==> src/double_ended_queue_top_defines.svh <==
// Assertion macros for the deque ring buffer.
// Uses the enclosing module's clk and rst_n; no other dependencies.
`ifndef DOUBLE_ENDED_QUEUE_TOP_DEFINES_SVH
`define DOUBLE_ENDED_QUEUE_TOP_DEFINES_SVH

// Invariant checked at every rising clock edge outside reset
`define DEQ_ASSERT_ALWAYS(label, expr, msg) \
  label: assert property (@(posedge clk) disable iff (!rst_n) (expr)) else $error(msg);

// Same-cycle implication
`define DEQ_ASSERT_IMP(label, ante, cons, msg) \
  label: assert property (@(posedge clk) disable iff (!rst_n) (ante) |-> (cons)) \
    else $error(msg);

// Next-cycle implication
`define DEQ_ASSERT_NEXT(label, ante, cons, msg) \
  label: assert property (@(posedge clk) disable iff (!rst_n) (ante) |=> (cons)) \
    else $error(msg);

`endif

==> src/deq_pkg.sv <==
// Shared constants for the deque ring buffer: field widths, request and
// status codes, default depth. No dependencies.
package deq_pkg;

  localparam int DEQ_DEPTH = 64;
  localparam int REQ_W     = 3;
  localparam int VAL_W     = 32;
  localparam int STAT_W    = 2;

  localparam logic [REQ_W-1:0] REQ_PUSH_FRONT = 3'd0;
  localparam logic [REQ_W-1:0] REQ_PUSH_BACK  = 3'd1;
  localparam logic [REQ_W-1:0] REQ_POP_FRONT  = 3'd2;
  localparam logic [REQ_W-1:0] REQ_POP_BACK   = 3'd3;
  localparam logic [REQ_W-1:0] REQ_READ_FWD   = 3'd4;
  localparam logic [REQ_W-1:0] REQ_READ_BWD   = 3'd5;

  localparam logic [STAT_W-1:0] STAT_OK    = 2'd0;
  localparam logic [STAT_W-1:0] STAT_EMPTY = 2'd1;
  localparam logic [STAT_W-1:0] STAT_FULL  = 2'd2;

endpackage

==> src/double_ended_queue_top.sv <==
// Bounded double-ended queue of signed 32-bit values in a ring buffer.
// Depends on deq_pkg and double_ended_queue_top_defines.svh.
//
// Usage: one request per in_ transaction (push front/back, pop front/back,
// read forward/backward); results leave on the out_ channel, out_last marks
// the final result of a request. Both channels are valid/ready.
// Push and all error results appear on out_ in the cycle after the request
// is taken; a pop passes through the memory data register (one synchronous
// memory read) and then the output register. Reads stream one element per
// cycle and issue one memory read per cycle while out_ready is high.
// A push or error result can be produced every cycle while out_ready is
// high; after a pop, in_ready is held low until the popped value has left
// the memory data register. No request is taken while a read is streaming.
// Undefined request codes are taken and dropped.
// Reset clears the front index, count, and all valid flags; the element
// memory is not cleared, since only live entries are ever read.
// When out_ready is low the output register holds its result, the memory
// data register holds one more, and further reads and requests wait.
module double_ended_queue_top
  import deq_pkg::*;
#(
  parameter int DEPTH = DEQ_DEPTH
) (
  input  logic                     clk,
  input  logic                     rst_n,
  input  logic                     in_valid,
  output logic                     in_ready,
  input  logic [REQ_W-1:0]         in_req_type,
  input  logic signed [VAL_W-1:0]  in_value,
  output logic                     out_valid,
  input  logic                     out_ready,
  output logic signed [VAL_W-1:0]  out_item_value,
  output logic [STAT_W-1:0]        out_status,
  output logic                     out_last
);

  `include "double_ended_queue_top_defines.svh"

  localparam int IDX_W = (DEPTH > 1) ? $clog2(DEPTH) : 1;
  localparam int CNT_W = $clog2(DEPTH + 1);
  localparam int SUM_W = CNT_W + 1;
  localparam logic [IDX_W-1:0] IDX_LAST  = IDX_W'(DEPTH - 1);
  localparam logic [CNT_W-1:0] CNT_FULL  = CNT_W'(DEPTH);
  localparam logic [SUM_W-1:0] SUM_DEPTH = SUM_W'(DEPTH);

  localparam logic S_IDLE = 1'b0;
  localparam logic S_READ = 1'b1;

  logic signed [VAL_W-1:0] mem [DEPTH];

  logic              state_r, state_nxt;
  logic [IDX_W-1:0]  front_r, front_nxt;
  logic [CNT_W-1:0]  cnt_r, cnt_nxt;
  logic [IDX_W-1:0]  rd_pos_r, rd_pos_nxt;
  logic [CNT_W-1:0]  rd_left_r, rd_left_nxt;
  logic              rd_fwd_r, rd_fwd_nxt;
  logic              rdata_vld_r, rdata_vld_nxt;
  logic signed [VAL_W-1:0] rdata_r;
  logic              rdata_last_r;
  logic              out_valid_r, out_valid_nxt;
  logic signed [VAL_W-1:0] out_val_r;
  logic [STAT_W-1:0] out_stat_r;
  logic              out_last_r;

  logic              in_fire, out_load, empty, full;
  logic [SUM_W-1:0]  tail_sum, back_sum;
  logic [IDX_W-1:0]  tail_pos, back_pos, front_prev, front_next, rd_step;
  logic              wr_en, rd_issue, rd_last;
  logic [IDX_W-1:0]  wr_addr, rd_addr;
  logic              direct_ld;
  logic signed [VAL_W-1:0] direct_val;
  logic [STAT_W-1:0] direct_st;

  assign in_ready = (state_r == S_IDLE) && !rdata_vld_r && (!out_valid_r || out_ready);
  assign in_fire  = in_valid && in_ready;
  assign out_load = rdata_vld_r && (!out_valid_r || out_ready);
  assign empty    = (cnt_r == '0);
  assign full     = (cnt_r == CNT_FULL);

  // front + count lies below 2*DEPTH, so one conditional subtract wraps it
  assign tail_sum = SUM_W'(front_r) + SUM_W'(cnt_r);
  assign back_sum = tail_sum - SUM_W'(1);
  assign tail_pos = (tail_sum >= SUM_DEPTH) ? IDX_W'(tail_sum - SUM_DEPTH) : IDX_W'(tail_sum);
  assign back_pos = (back_sum >= SUM_DEPTH) ? IDX_W'(back_sum - SUM_DEPTH) : IDX_W'(back_sum);
  assign front_prev = (front_r == '0) ? IDX_LAST : front_r - IDX_W'(1);
  assign front_next = (front_r == IDX_LAST) ? '0 : front_r + IDX_W'(1);
  assign rd_step = rd_fwd_r ? ((rd_pos_r == IDX_LAST) ? '0 : rd_pos_r + IDX_W'(1))
                            : ((rd_pos_r == '0) ? IDX_LAST : rd_pos_r - IDX_W'(1));

  always_comb begin
    state_nxt   = state_r;
    front_nxt   = front_r;
    cnt_nxt     = cnt_r;
    rd_pos_nxt  = rd_pos_r;
    rd_left_nxt = rd_left_r;
    rd_fwd_nxt  = rd_fwd_r;
    wr_en       = 1'b0;
    wr_addr     = tail_pos;
    rd_issue    = 1'b0;
    rd_addr     = rd_pos_r;
    rd_last     = 1'b1;
    direct_ld   = 1'b0;
    direct_val  = '0;
    direct_st   = STAT_OK;
    if (in_fire) begin
      unique case (in_req_type)
        REQ_PUSH_FRONT, REQ_PUSH_BACK: begin
          direct_ld = 1'b1;
          if (full) begin
            direct_st = STAT_FULL;
          end else begin
            wr_en      = 1'b1;
            direct_val = in_value;
            cnt_nxt    = cnt_r + CNT_W'(1);
            if (in_req_type == REQ_PUSH_FRONT) begin
              wr_addr   = front_prev;
              front_nxt = front_prev;
            end
          end
        end
        REQ_POP_FRONT, REQ_POP_BACK: begin
          if (empty) begin
            direct_ld = 1'b1;
            direct_st = STAT_EMPTY;
          end else begin
            rd_issue = 1'b1;
            cnt_nxt  = cnt_r - CNT_W'(1);
            if (in_req_type == REQ_POP_FRONT) begin
              rd_addr   = front_r;
              front_nxt = front_next;
            end else begin
              rd_addr = back_pos;
            end
          end
        end
        REQ_READ_FWD, REQ_READ_BWD: begin
          if (empty) begin
            direct_ld = 1'b1;
            direct_st = STAT_EMPTY;
          end else begin
            state_nxt   = S_READ;
            rd_fwd_nxt  = (in_req_type == REQ_READ_FWD);
            rd_pos_nxt  = (in_req_type == REQ_READ_FWD) ? front_r : back_pos;
            rd_left_nxt = cnt_r;
          end
        end
        default: ;
      endcase
    end else if ((state_r == S_READ) && (!rdata_vld_r || out_load)) begin
      // stream: next read only when the data register is free next cycle
      rd_issue    = 1'b1;
      rd_last     = (rd_left_r == CNT_W'(1));
      rd_left_nxt = rd_left_r - CNT_W'(1);
      rd_pos_nxt  = rd_step;
      if (rd_last) begin
        state_nxt = S_IDLE;
      end
    end
  end

  always_comb begin
    if (rd_issue) begin
      rdata_vld_nxt = 1'b1;
    end else if (out_load) begin
      rdata_vld_nxt = 1'b0;
    end else begin
      rdata_vld_nxt = rdata_vld_r;
    end
    if (direct_ld || out_load) begin
      out_valid_nxt = 1'b1;
    end else if (out_ready) begin
      out_valid_nxt = 1'b0;
    end else begin
      out_valid_nxt = out_valid_r;
    end
  end

  // element memory, one write and one registered read port
  always_ff @(posedge clk) begin
    if (wr_en) begin
      mem[wr_addr] <= in_value;
    end
    if (rd_issue) begin
      rdata_r      <= mem[rd_addr];
      rdata_last_r <= rd_last;
    end
  end

  always_ff @(posedge clk) begin
    if (direct_ld) begin
      out_val_r  <= direct_val;
      out_stat_r <= direct_st;
      out_last_r <= 1'b1;
    end else if (out_load) begin
      out_val_r  <= rdata_r;
      out_stat_r <= STAT_OK;
      out_last_r <= rdata_last_r;
    end
  end

  always_ff @(posedge clk) begin
    if (!rst_n) begin
      state_r     <= S_IDLE;
      front_r     <= '0;
      cnt_r       <= '0;
      rd_pos_r    <= '0;
      rd_left_r   <= '0;
      rd_fwd_r    <= 1'b0;
      rdata_vld_r <= 1'b0;
      out_valid_r <= 1'b0;
    end else begin
      state_r     <= state_nxt;
      front_r     <= front_nxt;
      cnt_r       <= cnt_nxt;
      rd_pos_r    <= rd_pos_nxt;
      rd_left_r   <= rd_left_nxt;
      rd_fwd_r    <= rd_fwd_nxt;
      rdata_vld_r <= rdata_vld_nxt;
      out_valid_r <= out_valid_nxt;
    end
  end

  assign out_valid      = out_valid_r;
  assign out_item_value = out_val_r;
  assign out_status     = out_stat_r;
  assign out_last       = out_last_r;

  `DEQ_ASSERT_ALWAYS(a_cnt_bound, cnt_r <= CNT_FULL, "element count exceeds depth")
  `DEQ_ASSERT_IMP(a_read_left, state_r == S_READ, rd_left_r != '0, "read with nothing left")
  `DEQ_ASSERT_NEXT(a_rd_data, rd_issue, rdata_vld_r, "memory read data lost")
  `DEQ_ASSERT_IMP(a_no_overrun, rdata_vld_r && !out_load, !rd_issue, "read data overwritten")

endmodule

==> config.mk <==
export PLATFORM = sky130hd
export DESIGN_NAME = double_ended_queue_top
export DESIGN_NICKNAME = d
export VERILOG_FILES = /design/src/deq_pkg.sv /design/src/double_ended_queue_top.sv
export VERILOG_INCLUDE_DIRS = /design/src /design/src/src
export SDC_FILE = /design/constraint.sdc
export NUM_CORES = 2
export LEC_CHECK = 0
export BUFFER_PORTS_ARGS = -buffer_cell sky130_fd_sc_hd__buf_2
export CORE_MARGIN = 2
export CORE_UTILIZATION = 48
export CTS_CLUSTER_DIAMETER = 200
export DETAILED_ROUTE_END_ITERATION = 8
export MAX_ROUTING_LAYER = met4
export PLACE_DENSITY = 0.73
export SKIP_CTS_REPAIR_TIMING = 1
export SYNTH_ARGS = -nofsm -noshare
export SYNTH_HDL_FRONTEND = slang
export SYNTH_SLANG_ARGS = --single-unit
==> constraint.sdc <==
create_clock -name clk -period 7.8 [get_ports clk]
set_input_delay 0.78 -clock clk [delete_from_list [all_inputs] [get_ports clk]]
set_output_delay 0.78 -clock clk [all_outputs]
set_load 0.01 [all_outputs]
; Word-level counts from Yosys, hierarchy flattened
; Memories as Yosys holds them, arrays and structs flattened. A register that Yosys moved wholly into a read port is not among the register bits.
; Index checks and enable logic that the tools add are counted.
; W data, S select, Z words.
[op_classes]
add_sub_neg = 11
n_mux = 64
n_lt_le_gt_ge = 2
n_mul = 0
n_bitwise = 3
n_shift = 0
n_div = 0
n_eq_ne = 15
reduce_logical = 30
[op_table]
columns = op, count
row1 = $mux W32, 5
row2 = $mux W6, 24
row3 = $mux W7, 6
row4 = $sub A6 B1 Y6 const B, 4
row5 = $mux W1, 21
row6 = $ge A8 B7 Y1 const B, 2
row7 = $pmux W7 S2, 1
row8 = $sub A7 B1 Y7 const B, 2
row9 = $add A6 B1 Y6 const B, 2
row10 = $eq A6 B6 Y1 const B, 2
row11 = $logic_not A6 Y1, 2
row12 = $pmux W6 S2, 1
row13 = $reduce_bool A2 Y1, 6
row14 = $ne A2 B2 Y1 const B, 5
row15 = $add A6 B7 Y8, 1
row16 = $mux W2, 4
row17 = $reduce_and A4 Y1, 2
row18 = $reduce_or A2 Y1, 4
row19 = $sub A8 B1 Y8 const B, 1
row20 = $add A7 B1 Y7 const B, 1
row21 = $eq A7 B1 Y1 const B, 1
row22 = $eq A7 B7 Y1 const B, 1
row23 = $logic_not A7 Y1, 1
row24 = $eq A3 B2 Y1 const B, 2
row25 = 13 further kinds, 24
[totals]
mem_count = 1
romBits = 0
reg_bits = 66
ram_bits = 2048
elab_cells = 138
latch_bits = 0
[memory_table]
columns = memory, depth, width, read_ports, rd_clocked_by_memory_dff, write_ports, line_no
row1 = mem, 64, 32, 1, 1, 1, double_ended_queue_top.sv:49  ; logic signed [VAL_W-1:0] mem [DEPTH];

; Depth between registers and ports, before layout
[depth]
word_depth = 8
ltp_mapped = 17

; Worst setup path before layout
; OpenSTA, ideal clock, no wires.
[synth_path]
path_kind = in2reg
startpoint = input out_ready
endpoint = memory mem[48][0] (enable)
setup_ns = 0.421
cell_stages = 11
setup_slack_ns = 2.967
t_required_ns = 7.379
t_arrival_ns = 4.412
cell_sequence = nor2b_4 > or4b_1 > buf_4 > a2111oi_4 > inv_1 > nor2_1 > buf_2 > nor2_1 > a31oi_1 > nand3_1 > nor2_1
[synth_between]
elab_chain_len = 6
[synth_rtl]
columns = element, line_no
row1 = "start, declared", double_ended_queue_top.sv:31  ; input logic out_ready,
row2 = $logic_or A1 B1 Y1 *, double_ended_queue_top.sv:74  ; assign in_ready = (state_r == S_IDLE) && !rdata_vld_r && (!out_valid_r || out_ready);
row3 = $logic_and A1 B1 Y1 *, double_ended_queue_top.sv:74
row4 = $logic_and A1 B1 Y1 *, double_ended_queue_top.sv:75  ; assign in_fire = in_valid && in_ready;
row5 = $mux W1, double_ended_queue_top.sv:105  ; if (in_fire) begin
row6 = $mux W1, double_ended_queue_top.sv:180  ; if (wr_en) begin
row7 = $mux W1 (implied by the code), double_ended_queue_top.sv:181  ; mem[wr_addr] <= in_value;
row8 = "end, declared", double_ended_queue_top.sv:49
; Mark *: on every way between the ends. The rest lies on a longest branch, timed or not.

; Worst setup path in the final report
[layout_path]
startpoint = register front_r[0]
endpoint = register rdata_r[14], read port of mem (data pin)
[layout_between]
elab_chain_len = 8
[layout_rtl]
columns = element, line_no
row1 = "start, declared", double_ended_queue_top.sv:52  ; logic [IDX_W-1:0] front_r, front_nxt;
row2 = "start signal, assigned", double_ended_queue_top.sv:213  ; front_r <= front_nxt;
row3 = $add A6 B7 Y8, double_ended_queue_top.sv:81  ; assign tail_sum = SUM_W'(front_r) + SUM_W'(cnt_r);
row4 = $sub A8 B1 Y8, double_ended_queue_top.sv:82  ; assign back_sum = tail_sum - SUM_W'(1);
row5 = $ge A8 B7 Y1 / $sub A6 B1 Y6 (equally long branches), double_ended_queue_top.sv:84  ; assign back_pos = (back_sum >= SUM_DEPTH) ? IDX_W'(back_sum - SUM_DEPTH) : IDX_W'(back_sum);
row6 = $mux W6, double_ended_queue_top.sv:84
row7 = $mux W6 *, double_ended_queue_top.sv:128  ; if (in_req_type == REQ_POP_FRONT) begin
row8 = $mux W6 *, double_ended_queue_top.sv:122  ; if (empty) begin
row9 = $mux W6 *, double_ended_queue_top.sv:106  ; unique case (in_req_type)
row10 = $mux W6 *, double_ended_queue_top.sv:105
row11 = "end, declared", double_ended_queue_top.sv:58  ; logic signed [VAL_W-1:0] rdata_r;
; Marks and branches as above.
; A chain may end at the register's enable or synchronous reset.

==> flow_summary.toml <==
[power_and_ir_drop]
p_clk_share_pct = 37.0
seq_power_share_pct = 50.9
max-vdd-ir-drop_mv = 0.177
p_int_mw = 18.8
pwr_density_cell_nw_per_um2 = 265
leakage_nw = 30.5
sw_frac_of_total_pct = 25.3
p_sw_mw = 6.39
p_comb_share_pct = 12.1

[die]
start_util_pct = 48.4
die-area_um2 = 181000
io_pins = 76
core_region_area_um2 = 176000
dieWidth_um = 426
die_h_um = 426
fp-row-count = 154

[yosys]
yosysTopAreaCell = "edfxtp_1"
synth_top_family_by_area = "simple AND/OR/NAND/NOR gates"
synth.area.mux_share_pct = 5.51
synth_edf_count = 2115
syn_nets = 5694
synth_compound_area_share_pct = 8.24
synthArstFlopShare_pct = 0
synthXorXnorAreaFrac_pct = 0.270
syn_inst = 5634
ys_seq_area_share_pct = 75.2
postSynthAreaPerCell_um2 = 15.1
synth.top_cell.area_share_pct = 74.5
yosysWarnings = 0
synth-simple-area-share_pct = 8.25
syn_area_um2 = 85300
synth.area.top_cells = "edfxtp_1, mux2i_1, nand2_1, a21oi_1, o22ai_1"
ys.flop_type = "edfxtp_1"
synth_seq_cells = 2146
synthAdderAreaFrac_pct = 0.326
ys_types = 88

[setup_path]
crit_top_cell = "ha_1"
critPathBufInv = 3
timing.rr.end = "rdata_r[14]$_DFFE_PP_"
cp-end-kind = "flip-flop"
path_cells = "ha_1, fa_1, inv_1, ha_1, xor3_1, mux2i_1, and4_1, or2_4, buf_12, buf_4, nand2_1, a21oi_1, nor4_1, nor3_1, or3_1"
rr_worst_depth = 15
cp_slowest_cell = "nor3_1"
crit_arrival_ns = 7.09
slowest_delay_ns = 0.95
cp_max_fo = 99
crit_path_start_kind = "flip-flop"
crit_family = "simple AND/OR/NAND/NOR gates"
rrSetupSlack_ns = 1.39
worstReg2RegStart = "front_r[0]$_SDFFE_PN0P_"
crit_required_ns = 8.48
setup.worst_path.class = "flip-flop to flip-flop"

[timing]
fin_tns_setup_ns = 0
hold_violations = 0
slew_viol_final = 0
period_minus_slack_ns = 6.41
tightestPinTransition_ns = 1.39
slew_headroom_pct = 7.20
finalClockSkew_ns = 0.0394
fmax_mhz = 156
rsz0062_at_grt = "false"
post-route-period-util_pct = 82.2
setup-violations-final = 0

[placed_design]
io_buffers = 75
placed_cells = 7827
place_hpwl_um = 132000
gp_congestion = 0.876

[finish]
synthToLayoutAreaGrowth_pct = 11.5
finalNonFillerCells = 8191
nNetsFinal = 5748
drive_gt1_share_pct = 10.5
nFillCells = 13614
regArea_um2 = 64100
multi_input_area_um2 = 19900

[routing]
vias_per_cell = 6.34
drtIter0Drc = 8061
drtAntennaViolNets = 0
wl_per_cell_um = 28.5
dr_total_vias = 51946
drc = 0
routed_wl_um = 233000
drtPass1Iterations = 6

[min_path]
hold_depth = 3
min_to = "out_valid$_SDFFE_PN0P_"
hold_path_class = "input pin to flip-flop"
hp-start = "out_ready"

[global_routing]
grt_pass1_vias = 49503
grt_overflow = 0
grt_max_degree = 184
grtUsageTotal_pct = 26.1
antenna_found_initial = 17
grt_pass1_wl_um = 339000

[clock_tree]
clkTransAtPathRegs_ns = 0.06
insertion_delay_ns = 0.84
cts_tree = "built"
cts_max_path_buffers = 3
clock-sinks = 2146
h-tree-depth = 4
cts_buffers = 199
cts_root_buf = "clkbuf_16"

[run_status]
outcome = "finished clean"

[flow_run]
drv_cap = 0
-- flip-flops by register name (all words and copies together), names as in the netlist, 2 cells and up --
signal	cells
front_r	6
mem	2048
rdata_r	32
rd_left_r	7
out_item_value	32
rd_pos_r	6
cnt_r	7
out_status	2
-- how the worst max path moves through the flow --
stage                                  to  cells past startpoint                     from
finish              rdata_r[14]$_DFFE_PP_                     15  front_r[0]$_SDFFE_PN0P_
CTS                 rdata_r[14]$_DFFE_PP_                     15  front_r[0]$_SDFFE_PN0P_
detailed placement  rdata_r[23]$_DFFE_PP_                     12           in_req_type[2]
global placement    rdata_r[23]$_DFFE_PP_                     12           in_req_type[2]
global route        rdata_r[23]$_DFFE_PP_                     15  front_r[0]$_SDFFE_PN0P_
floorplan            mem[48][0]$_DFFE_PP_                     11                out_ready
-- layout by cell type, fill, tap and decap left out, types with 113 or more instances in the layout --
cell type     n
nand2_1     885
clkbuf_16   204
buf_4       143
o22ai_1     167
and3_1      115
nor4_1      120
mux2i_1     459
a21oi_1     297
nand3_1     144
edfxtp_1   2115
a32oi_1     113
-- cell type report --
cell class	instances	area share (%)
Multi-Input combinational cell	3084	20.9
Antenna cell	11	0.0289
Inverter	14	0.0553
Clock inverter	100	0.884
Clock buffer	253	5.56
Sequential cell	2146	67.4
Timing Repair Buffer	243	2.05
Tap cell	2340	3.08
-- power groups by stage --
stage	clock (mW)	sequential [mW]	combinational, mW
floorplan	0	13.1	1.71
global placement	0	13.1	2.93
detailed placement	0	13.1	2.98
CTS	9.36	12.8	2.99
global route	9.82	12.8	3.19
finish	9.32	12.8	3.05
-- synth_stat cells (6+ instances only) --
cell type,n
a2111oi_0,54
a211oi_1,68
a21o_1,9
a21oi_1,297
a221oi_1,18
a22o_1,32
a311oi_1,14
a31oi_1,42
a32oi_1,113
and2_1,24
and3_1,115
buf_1,37
buf_2,122
buf_4,20
buf_6,20
clkbuf_1,191
dfxtp_1,31
edfxtp_1,2115
ha_1,19
inv_1,13
mux2i_1,459
nand2_1,889
nand3_1,144
nand4_1,13
nor2_1,126
nor3_1,43
nor3b_1,9
nor4_1,120
o2111ai_1,8
o211ai_1,14
o21a_1,6
o21ai_0,52
o221ai_1,26
o22ai_1,167
o32ai_1,26
o41ai_1,30
or3_1,36
xnor2_1,11
xor2_1,10
-- through the flow --
step                      util [%]  hold WS, ns  instance area [µm²]  total power, mW  setup WS [ns]
after floorplan                  -        0.434                85300             14.8           2.97
after global placement        50.5        0.451                88900             16.0           1.58
after detailed placement      50.5        0.454                88900             16.1           1.51
after CTS                     53.9        0.312                95100             25.2           1.65
after global routing          53.9        0.338                95100             25.8           1.27
final                         53.9        0.354                95100             25.2           1.39
-- worst reg2reg max path, stage by stage (launching register included) --
cell and delay (ns):
dfxtp_1 0.43, ha_1 0.29, fa_1 0.56, inv_1 0.06, ha_1 0.22, xor3_1 0.39
mux2i_1 0.14, and4_1 0.60, or2_4 0.83, buf_12 0.51, buf_4 0.62, nand2_1 0.17
a21oi_1 0.16, nor4_1 0.09, nor3_1 0.95, or3_1 0.23
-- layer usage --
layer | wire [µm] | track usage [%]
met5 | 0 | -
met4 | 8600 | 8.91
met3 | 27600 | 5.69
met2 | 108000 | 39.1
met1 | 89400 | 35.5
-- logic make-up (layout without fill, tap and decap cells) --
family          count (synthesis)  in the layout
flops                        2146           2146
simple gates                 1557           1557
compound gates               1019           1019
mux                           464            464
buf+inv                       404            610
xor+xnor                       23             23
fa+ha+maj                      21             21
other cells                     0             11
(Power assumes the default switching activity.)
